### src/rtl/phd_pkg.sv
// shared types and constants for the packet header deframer
package phd_pkg;

    localparam int HDR_BYTES = 12;
    localparam logic [3:0] HDR_LAST = 4'(HDR_BYTES - 1);

    localparam logic [1:0] PH_HEADER = 2'd0;
    localparam logic [1:0] PH_BODY   = 2'd1;
    localparam logic [1:0] PH_SKIP   = 2'd2;

    typedef logic [2:0] t_status;
    localparam t_status ST_OK          = 3'd0;
    localparam t_status ST_SHORT_HDR   = 3'd1;
    localparam t_status ST_BAD_MAGIC   = 3'd2;
    localparam t_status ST_BAD_VERSION = 3'd3;
    localparam t_status ST_TOO_LONG    = 3'd4;
    localparam t_status ST_TRUNCATED   = 3'd5;

    typedef logic [1:0] t_cfg_idx;
    localparam t_cfg_idx CFG_MAGIC   = 2'd0;
    localparam t_cfg_idx CFG_VERSION = 2'd1;
    localparam t_cfg_idx CFG_MAX_LEN = 2'd2;

    localparam logic KIND_BODY   = 1'b0;
    localparam logic KIND_STATUS = 1'b1;

    typedef logic [1:0] t_count;

    typedef struct packed {
        logic        kind;
        logic [7:0]  body_byte;
        t_status     status;
        logic [15:0] command;
        logic [31:0] body_length;
        logic        last;
    } t_result;

endpackage

### src/rtl/phd_if.sv
// valid/ready channel interfaces for the packet header deframer
interface phd_in_if;
    logic       valid;
    logic       ready;
    logic [7:0] data_byte;
    logic       end_of_buffer;

    modport source (output valid, output data_byte, output end_of_buffer, input ready);
    modport sink (input valid, input data_byte, input end_of_buffer, output ready);
endinterface

interface phd_out_if;
    logic        valid;
    logic        ready;
    logic        kind;
    logic [7:0]  body_byte;
    logic [2:0]  status;
    logic [15:0] command;
    logic [31:0] body_length;
    logic        last;

    modport source (output valid, output kind, output body_byte, output status,
                    output command, output body_length, output last, input ready);
    modport sink (input valid, input kind, input body_byte, input status,
                  input command, input body_length, input last, output ready);
endinterface

interface phd_cfg_if;
    logic        valid;
    logic        ready;
    logic [1:0]  index;
    logic [31:0] data;

    modport source (output valid, output index, output data, input ready);
    modport sink (input valid, input index, input data, output ready);
endinterface

### src/rtl/phd_fifo.sv
// three-entry result queue taking up to two results per cycle
module phd_fifo (
    input  logic             i_clk,
    input  logic             i_rst_n,
    input  phd_pkg::t_count  i_push,
    input  phd_pkg::t_result i_wr0,
    input  phd_pkg::t_result i_wr1,
    input  logic             i_pop,
    output phd_pkg::t_result o_head,
    output logic             o_valid,
    output logic             o_room
);
    import phd_pkg::*;

    t_result r_mem [3];
    t_result n_mem [3];
    t_count  r_cnt;
    t_count  n_cnt;
    t_count  base;

    always_comb begin
        n_mem = r_mem;
        base  = r_cnt;
        if (i_pop) begin
            n_mem[0] = r_mem[1];
            n_mem[1] = r_mem[2];
            base     = r_cnt - 2'd1;
        end
        if (i_push != 2'd0) begin
            n_mem[base] = i_wr0;
        end
        if (i_push == 2'd2) begin
            n_mem[base + 2'd1] = i_wr1;
        end
        n_cnt = base + i_push;
    end

    always_ff @(posedge i_clk) begin
        r_mem <= n_mem;
    end

    always_ff @(posedge i_clk) begin
        if (!i_rst_n) begin
            r_cnt <= 2'd0;
        end else begin
            r_cnt <= n_cnt;
        end
    end

    assign o_head  = r_mem[0];
    assign o_valid = (r_cnt != 2'd0);
    assign o_room  = (r_cnt <= 2'd1);

    a_push_room: assert property (@(posedge i_clk) disable iff (!i_rst_n)
        (i_push != 2'd0) |-> (r_cnt <= 2'd1))
        else $error("result pushed without room");

    a_pop_nonempty: assert property (@(posedge i_clk) disable iff (!i_rst_n)
        i_pop |-> (r_cnt != 2'd0))
        else $error("pop from empty result queue");

    a_push_two: assert property (@(posedge i_clk) disable iff (!i_rst_n)
        (i_push == 2'd2 && !i_pop) |=> (r_cnt == $past(r_cnt) + 2'd2))
        else $error("double push lost an entry");

endmodule

### src/rtl/packet_header_deframer.sv
// top level: 12-byte header parser, checker and body forwarder
// Takes one buffer byte per cycle and updates the header/body state in the same cycle;
// each transfer in yields zero, one or two results, which go into a three-entry result
// queue read one per cycle. Input is taken whenever the queue has room for two results,
// so with the output ready the block runs at one byte per cycle, and only a byte that
// ends a frame with a body byte plus a status item holds back the next input byte.
module packet_header_deframer (
    input  logic      i_clk,
    input  logic      i_rst_n,
    phd_cfg_if.sink   i_cfg,
    phd_in_if.sink    i_in,
    phd_out_if.source o_out
);
    import phd_pkg::*;

    logic [31:0] r_exp_magic;
    logic [7:0]  r_exp_version;
    logic [31:0] r_max_len;

    logic [1:0]  r_phase,     n_phase;
    logic [3:0]  r_hdr_idx,   n_hdr_idx;
    logic [31:0] r_magic,     n_magic;
    logic [7:0]  r_version,   n_version;
    logic [15:0] r_command,   n_command;
    logic [31:0] r_length,    n_length;
    logic [31:0] r_remaining, n_remaining;

    logic        in_fire;
    logic        eob;
    logic [7:0]  b;
    logic [31:0] len_full;
    t_status     hdr_status;
    t_result     res0;
    t_result     res1;
    t_count      n_push;
    t_result     head;
    logic        q_valid;
    logic        q_room;

    assign i_cfg.ready = 1'b1;

    always_ff @(posedge i_clk) begin
        if (!i_rst_n) begin
            r_exp_magic   <= '0;
            r_exp_version <= '0;
            r_max_len     <= '0;
        end else if (i_cfg.valid) begin
            unique case (i_cfg.index)
                CFG_MAGIC:   r_exp_magic   <= i_cfg.data;
                CFG_VERSION: r_exp_version <= i_cfg.data[7:0];
                CFG_MAX_LEN: r_max_len     <= i_cfg.data;
                default: ;
            endcase
        end
    end

    assign in_fire  = i_in.valid && i_in.ready;
    assign eob      = i_in.end_of_buffer;
    assign b        = i_in.data_byte;
    assign len_full = {b, r_length[23:0]};

    always_comb begin
        if (r_magic != r_exp_magic) begin
            hdr_status = ST_BAD_MAGIC;
        end else if (r_version != r_exp_version) begin
            hdr_status = ST_BAD_VERSION;
        end else if (len_full > r_max_len) begin
            hdr_status = ST_TOO_LONG;
        end else if (len_full == 32'd0) begin
            hdr_status = ST_OK;
        end else begin
            hdr_status = ST_TRUNCATED;
        end
    end

    always_comb begin
        n_phase     = r_phase;
        n_hdr_idx   = r_hdr_idx;
        n_magic     = r_magic;
        n_version   = r_version;
        n_command   = r_command;
        n_length    = r_length;
        n_remaining = r_remaining;
        res0        = '0;
        res1        = '0;
        n_push      = 2'd0;

        if (in_fire) begin
            unique case (r_phase)
                PH_SKIP: begin
                    if (eob) begin
                        n_phase = PH_HEADER;
                    end
                end
                PH_BODY: begin
                    n_remaining     = r_remaining - 32'd1;
                    res0.kind       = KIND_BODY;
                    res0.body_byte  = b;
                    res1.kind       = KIND_STATUS;
                    res1.command    = r_command;
                    res1.body_length = r_length;
                    res1.last       = 1'b1;
                    if (n_remaining == 32'd0) begin
                        res0.last   = 1'b1;
                        res1.status = ST_OK;
                        n_push      = 2'd2;
                        n_phase     = eob ? PH_HEADER : PH_SKIP;
                    end else if (eob) begin
                        res1.status = ST_TRUNCATED;
                        n_push      = 2'd2;
                        n_phase     = PH_HEADER;
                        n_remaining = 32'd0;
                    end else begin
                        n_push = 2'd1;
                    end
                end
                PH_HEADER: begin
                    case (r_hdr_idx)
                        4'd0:  n_magic[7:0]    = b;
                        4'd1:  n_magic[15:8]   = b;
                        4'd2:  n_magic[23:16]  = b;
                        4'd3:  n_magic[31:24]  = b;
                        4'd4:  n_version       = b;
                        4'd5:  n_command[7:0]  = b;
                        4'd6:  n_command[15:8] = b;
                        4'd8:  n_length[7:0]   = b;
                        4'd9:  n_length[15:8]  = b;
                        4'd10: n_length[23:16] = b;
                        4'd11: n_length[31:24] = b;
                        default: ;
                    endcase
                    if (r_hdr_idx != HDR_LAST) begin
                        n_hdr_idx = r_hdr_idx + 4'd1;
                        if (eob) begin
                            res0.kind   = KIND_STATUS;
                            res0.status = ST_SHORT_HDR;
                            res0.last   = 1'b1;
                            n_push      = 2'd1;
                            n_hdr_idx   = 4'd0;
                        end
                    end else begin
                        n_hdr_idx = 4'd0;
                        if (hdr_status == ST_TRUNCATED && !eob) begin
                            n_phase     = PH_BODY;
                            n_remaining = len_full;
                        end else begin
                            res0.kind        = KIND_STATUS;
                            res0.status      = hdr_status;
                            res0.command     = r_command;
                            res0.body_length = len_full;
                            res0.last        = 1'b1;
                            n_push           = 2'd1;
                            n_phase          = eob ? PH_HEADER : PH_SKIP;
                        end
                    end
                end
                default: begin
                    n_phase = PH_HEADER;
                end
            endcase
        end
    end

    always_ff @(posedge i_clk) begin
        if (!i_rst_n) begin
            r_phase     <= PH_HEADER;
            r_hdr_idx   <= 4'd0;
            r_remaining <= 32'd0;
        end else begin
            r_phase     <= n_phase;
            r_hdr_idx   <= n_hdr_idx;
            r_remaining <= n_remaining;
        end
    end

    always_ff @(posedge i_clk) begin
        r_magic   <= n_magic;
        r_version <= n_version;
        r_command <= n_command;
        r_length  <= n_length;
    end

    phd_fifo u_fifo (
        .i_clk   (i_clk),
        .i_rst_n (i_rst_n),
        .i_push  (n_push),
        .i_wr0   (res0),
        .i_wr1   (res1),
        .i_pop   (q_valid && o_out.ready),
        .o_head  (head),
        .o_valid (q_valid),
        .o_room  (q_room)
    );

    assign i_in.ready        = q_room;
    assign o_out.valid       = q_valid;
    assign o_out.kind        = head.kind;
    assign o_out.body_byte   = head.body_byte;
    assign o_out.status      = head.status;
    assign o_out.command     = head.command;
    assign o_out.body_length = head.body_length;
    assign o_out.last        = head.last;

    a_body_remaining: assert property (@(posedge i_clk) disable iff (!i_rst_n)
        (r_phase == PH_BODY) |-> (r_remaining != 32'd0))
        else $error("body phase with nothing remaining");

    a_hdr_idx_range: assert property (@(posedge i_clk) disable iff (!i_rst_n)
        r_hdr_idx <= HDR_LAST)
        else $error("header index past header end");

    a_skip_silent: assert property (@(posedge i_clk) disable iff (!i_rst_n)
        (in_fire && r_phase == PH_SKIP) |-> (n_push == 2'd0))
        else $error("result produced while skipping");

    a_status_last: assert property (@(posedge i_clk) disable iff (!i_rst_n)
        (o_out.valid && o_out.kind == KIND_STATUS) |-> o_out.last)
        else $error("status item without last");

endmodule
### src/flat_wrapper.sv
// flat-port wrapper written by rule: the top's interface ports become plain ports
module packet_header_deframer_flat import phd_pkg::*;
  (i_clk, i_rst_n, i_cfg_valid, i_cfg_index, i_cfg_data, i_cfg_ready, i_in_valid, i_in_data_byte, i_in_end_of_buffer, i_in_ready, o_out_valid, o_out_kind, o_out_body_byte, o_out_status, o_out_command, o_out_body_length, o_out_last, o_out_ready);
  phd_cfg_if i_cfg_i ();
  phd_in_if i_in_i ();
  phd_out_if o_out_i ();
  input  logic i_clk;
  input  logic i_rst_n;
  input wire logic [$bits(i_cfg_i.valid)-1:0] i_cfg_valid;
  input wire logic [$bits(i_cfg_i.index)-1:0] i_cfg_index;
  input wire logic [$bits(i_cfg_i.data)-1:0] i_cfg_data;
  output wire logic [$bits(i_cfg_i.ready)-1:0] i_cfg_ready;
  input wire logic [$bits(i_in_i.valid)-1:0] i_in_valid;
  input wire logic [$bits(i_in_i.data_byte)-1:0] i_in_data_byte;
  input wire logic [$bits(i_in_i.end_of_buffer)-1:0] i_in_end_of_buffer;
  output wire logic [$bits(i_in_i.ready)-1:0] i_in_ready;
  output wire logic [$bits(o_out_i.valid)-1:0] o_out_valid;
  output wire logic [$bits(o_out_i.kind)-1:0] o_out_kind;
  output wire logic [$bits(o_out_i.body_byte)-1:0] o_out_body_byte;
  output wire logic [$bits(o_out_i.status)-1:0] o_out_status;
  output wire logic [$bits(o_out_i.command)-1:0] o_out_command;
  output wire logic [$bits(o_out_i.body_length)-1:0] o_out_body_length;
  output wire logic [$bits(o_out_i.last)-1:0] o_out_last;
  input wire logic [$bits(o_out_i.ready)-1:0] o_out_ready;
  assign i_cfg_i.valid = i_cfg_valid;
  assign i_cfg_i.index = i_cfg_index;
  assign i_cfg_i.data = i_cfg_data;
  assign i_cfg_ready = i_cfg_i.ready;
  assign i_in_i.valid = i_in_valid;
  assign i_in_i.data_byte = i_in_data_byte;
  assign i_in_i.end_of_buffer = i_in_end_of_buffer;
  assign i_in_ready = i_in_i.ready;
  assign o_out_valid = o_out_i.valid;
  assign o_out_kind = o_out_i.kind;
  assign o_out_body_byte = o_out_i.body_byte;
  assign o_out_status = o_out_i.status;
  assign o_out_command = o_out_i.command;
  assign o_out_body_length = o_out_i.body_length;
  assign o_out_last = o_out_i.last;
  assign o_out_i.ready = o_out_ready;
  packet_header_deframer u_core (.i_clk(i_clk), .i_rst_n(i_rst_n), .i_cfg(i_cfg_i), .i_in(i_in_i), .o_out(o_out_i));
endmodule
### config.mk
export PLATFORM = sky130hd
export DESIGN_NAME = packet_header_deframer_flat
export DESIGN_NICKNAME = d
export VERILOG_FILES = /design/src/rtl/phd_pkg.sv /design/src/rtl/phd_if.sv /design/src/rtl/phd_fifo.sv /design/src/rtl/packet_header_deframer.sv /design/src/flat_wrapper.sv
export SDC_FILE = /design/constraint.sdc
export NUM_CORES = 1
export LEC_CHECK = 0
export ABC_CLOCK_PERIOD_IN_PS = 4500
export BUFFER_PORTS_ARGS = -buffer_cell sky130_fd_sc_hd__buf_2
export CORE_MARGIN = 3
export CORE_UTILIZATION = 60
export DETAILED_ROUTE_END_ITERATION = 12
export GPL_TIMING_DRIVEN = 0
export HOLD_SLACK_MARGIN = 0.03
export PLACE_DENSITY = 0.88
export SYNTH_ARGS = -nofsm -noshare
export SYNTH_HDL_FRONTEND = slang
export SYNTH_HIERARCHICAL = 1
export SYNTH_SLANG_ARGS = --single-unit
### constraint.sdc
create_clock -name i_clk -period 4.5 [get_ports i_clk]
set_input_delay 0.9 -clock i_clk [delete_from_list [all_inputs] [get_ports i_clk]]
set_output_delay 0.9 -clock i_clk [all_outputs]
set_load 0.005 [all_outputs]
==> flow_metrics.py <==
metrics = {
    "sta": {
        "slew_violations": 0,
        "period_minus_slack_ns": 4.41,
        "max_freq_mhz": 227,
        "hold_ws_ns": 0.463,
        "tightestPinTransition_ns": 0.917,
        "skew_ns": 0.0220,
        "hold_viol_final": 0,
        "setup_violations": 0,
        "tns_ns": 0,
        "slew-limit-headroom_pct": 38.6,
        "min_period_over_period_pct": 98.0,
        "rsz0062_at_grt": "yes",
    },
    "route": {
        "drt_iter0_drc": 1753,
        "avgViaCountPerCell": 6.03,
        "postRouteWirelength_um": 56900,
        "highest_layer": "met4",
        "dr_wl_met3_um": 5610,
        "wl_per_cell_um": 20.4,
        "wl_met2_um": 26300,
        "wl_met1_um": 21600,
        "vias": 16775,
        "drt.antenna.violating_nets": 0,
        "drtPass1Iterations": 6,
        "drc": 0,
    },
    "critical_path": {
        "r2r-start": "u_core/r_remaining[16]$_SDFFE_PN0P_",
        "r2r.worst_path.cells": 11,
        "crit_start": "u_core/r_remaining[16]$_SDFFE_PN0P_",
        "required_ns": 4.88,
        "rr_endpoint": "u_core/u_fifo/o_head[25]$_DFF_P_",
        "r2r_setup_slack_ns": 0.09,
        "cp_max_fo": 10,
        "arrival_ns": 4.79,
        "crit_end": "u_core/u_fifo/o_head[25]$_DFF_P_",
        "crit_path_end_kind": "flip-flop",
        "setup.worst_path.start_class": "flip-flop",
        "crit_type": "reg2reg",
    },
    "yosys": {
        "yosysWarnings": 6,
        "ys_seq_elements": 383,
        "syn_inst": 2124,
        "async_reset_ff_share_pct": 0,
        "yosys_most_used_dff": "dfxtp_1",
        "ys_types": 76,
        "synth_area_per_cell_um2": 9.40,
        "yosysSeqAreaShare_pct": 42.8,
        "synth-edff-count": 88,
        "synth_area_um2": 20000,
    },
    "final_layout": {
        "final_common_cell": "nand2_1",
        "fill_cells": 2388,
        "final_util_pct": 69.1,
        "mostFrequentLayoutCells": "nand2_1, dfxtp_1, mux2i_1, o21ai_0, buf_2",
        "nets": 2395,
        "syn2layout_area_growth_pct": 13.2,
        "finalInstanceArea_um2": 22600,
        "drive_gt1_share_pct": 19.7,
    },
    "global_routing": {
        "grt_max_degree": 17,
        "antenna_found_initial": 1,
        "grt_pass1_vias": 16751,
        "grt_pass1_wl_um": 88300,
        "grt.overflow.total": 0,
        "track_usage_pct": 31.0,
    },
    "cts": {
        "worstSkewPairLatency_ns": 0.54,
        "cts_tree": "yes",
        "clockBufferDepth": 3,
        "cts_root_buf": "clkbuf_16",
        "clock_sinks": 383,
        "path_clk_slew_ns": 0.06,
        "numCtsBuffers": 41,
        "h-tree-depth": 2,
    },
    "placed_design": {
        "place_area_um2": 21200,
        "io_buffers": 110,
        "place_hpwl_um": 38100,
        "gp_congestion": 0.949,
    },
    "worst_hold_path": {
        "hold_start": "u_core/r_max_len[24]$_SDFFE_PN0P_",
        "hold_path.class": "reg2reg",
    },
    "outcome": {
        "status": "finished, final reports clean",
    },
    "die": {
        "start_util_pct": 61.1,
        "chipHeight_um": 188,
        "rows": 66,
        "io_pins": 112,
        "die_w_um": 188,
        "die-area_um2": 35500,
        "core_area_um2": 32700,
    },
    "power_and_ir_drop": {
        "ir_worst_vdd_mv": 0.300,
        "p_per_area_nw_per_um2": 364,
        "p_leak_uw": 0.0101,
    },
    "flow_run": {
        "maxCapViolations": 0,
    },
}
## kinds of logic (layout without fill, tap and decap cells)
group,count (synthesis),in the layout,share of synthesized area (%)
AOI/OAI and AO/OA,406,406,12.1
adders and majority gates,40,40,2.51
buffers and inverters,243,431,7.21
and+or+nand+nor,681,681,16.4
muxes,317,317,16.7
other,2,29,0.0376
DFF,383,383,42.8
xor gates and xnor gates,52,52,2.28
## per-layer routing
metal / vias up / GRT usage (%)
met5: - / 0.275
met4: 0 / 17.0
met3: 254 / 5.77
met2: 1002 / 50.5
met1: 7862 / 38.9
li1: 7657 / -
## area by class of cell
cell class                 count  area (um2)  area share, %
inverter                      47         176          0.781
tap                          442         553           2.45
clock buffer                  57        1170           5.17
clock inverter                17         159          0.703
sequential                   383        8550           37.8
buffer                       196        1270           5.62
multi-input combinational   1524       10100           44.8
timing repair buffer         114         601           2.66
antenna                        1        2.50         0.0111
## metrics by stage
step | setup WS (ns) | std cells | power [uW]
after global routing | -0.0472 | 2781 | 8480
after floorplan | 0.341 | 2150 | 4620
after global placement | -0.888 | 2702 | 4910
after CTS | 0.00586 | 2776 | 8250
final | 0.0892 | 2781 | 8240
after detailed placement | -0.997 | 2702 | 4950
## synth_stat cells (all sizes together) (7+ instances only)
master,count,area share (%)
nand2,324,6.1
dfxtp,295,30
mux2i,195,9.8
o21ai,166,4.2
buf,128,4.7
mux2,122,6.9
and2,116,3.6
nor2,108,2.0
a21oi,107,2.7
edfxtp,88,13
a21boi,82,3.1
clkbuf,67,1.6
xnor2,50,2.2
inv,47,0.88
ha,40,2.5
nand4,26,0.89
nor4,24,0.86
nor3,15,0.40
nor2b,13,0.41
nor3b,7,0.26
## worst min path at each step
stage,end,depth (start not counted)
5_1_grt,u_core/r_max_len[26]$_SDFFE_PN0P_,2
3_3_place_gp,u_core/r_max_len[22]$_SDFFE_PN0P_,2
6_report,u_core/r_max_len[24]$_SDFFE_PN0P_,2
4_1_cts,u_core/r_max_len[1]$_SDFFE_PN0P_,2
3_5_place_dp,u_core/r_max_len[1]$_SDFFE_PN0P_,2
2_1_floorplan,u_core/r_max_len[10]$_SDFFE_PN0P_,2
## flip-flops by register name (all words and copies together), names as in the netlist
signal / cells
u_core/r_length: 32
u_core/r_remaining: 32
u_core/r_exp_magic: 32
u_core/u_fifo/o_head: 61
u_core/r_phase: 2
u_core/r_max_len: 32
u_core/r_hdr_idx: 4
u_core/r_exp_version: 8
u_core/r_command: 16
u_core/u_fifo/r_mem: 122
u_core/r_version: 8
u_core/u_fifo/r_cnt: 2
u_core/r_magic: 32
## what timing repair did
item                       CTS  global route
gates resized for setup     11            10
pin swaps                    1             1
hold buffers                 0             0
setup endpoints to repair  183           182
buffers inserted             0             4
## critical path: stages (launching register included)
cell       delay, ns
dfxtp_1         0.37
or3_1           0.40
buf_2           0.17
or4_1           0.50
o41a_1          0.39
a2111oi_4       0.43
nand4_4         0.28
a21oi_1         0.39
nor2b_1         0.25
a21boi_2        0.39
clkbuf_1        0.49
o21ai_0         0.20
## report_power, final
part           leakage (uW)  internal [uW]  switching, uW  total [uW]
Clock              0.000657           1940           1380        3310
Sequential          0.00318           3650           77.9        3730
Combinational       0.00629            537            654        1190
Total                0.0101           6130           2110        8240
Power figures use the tool's default switching activity.
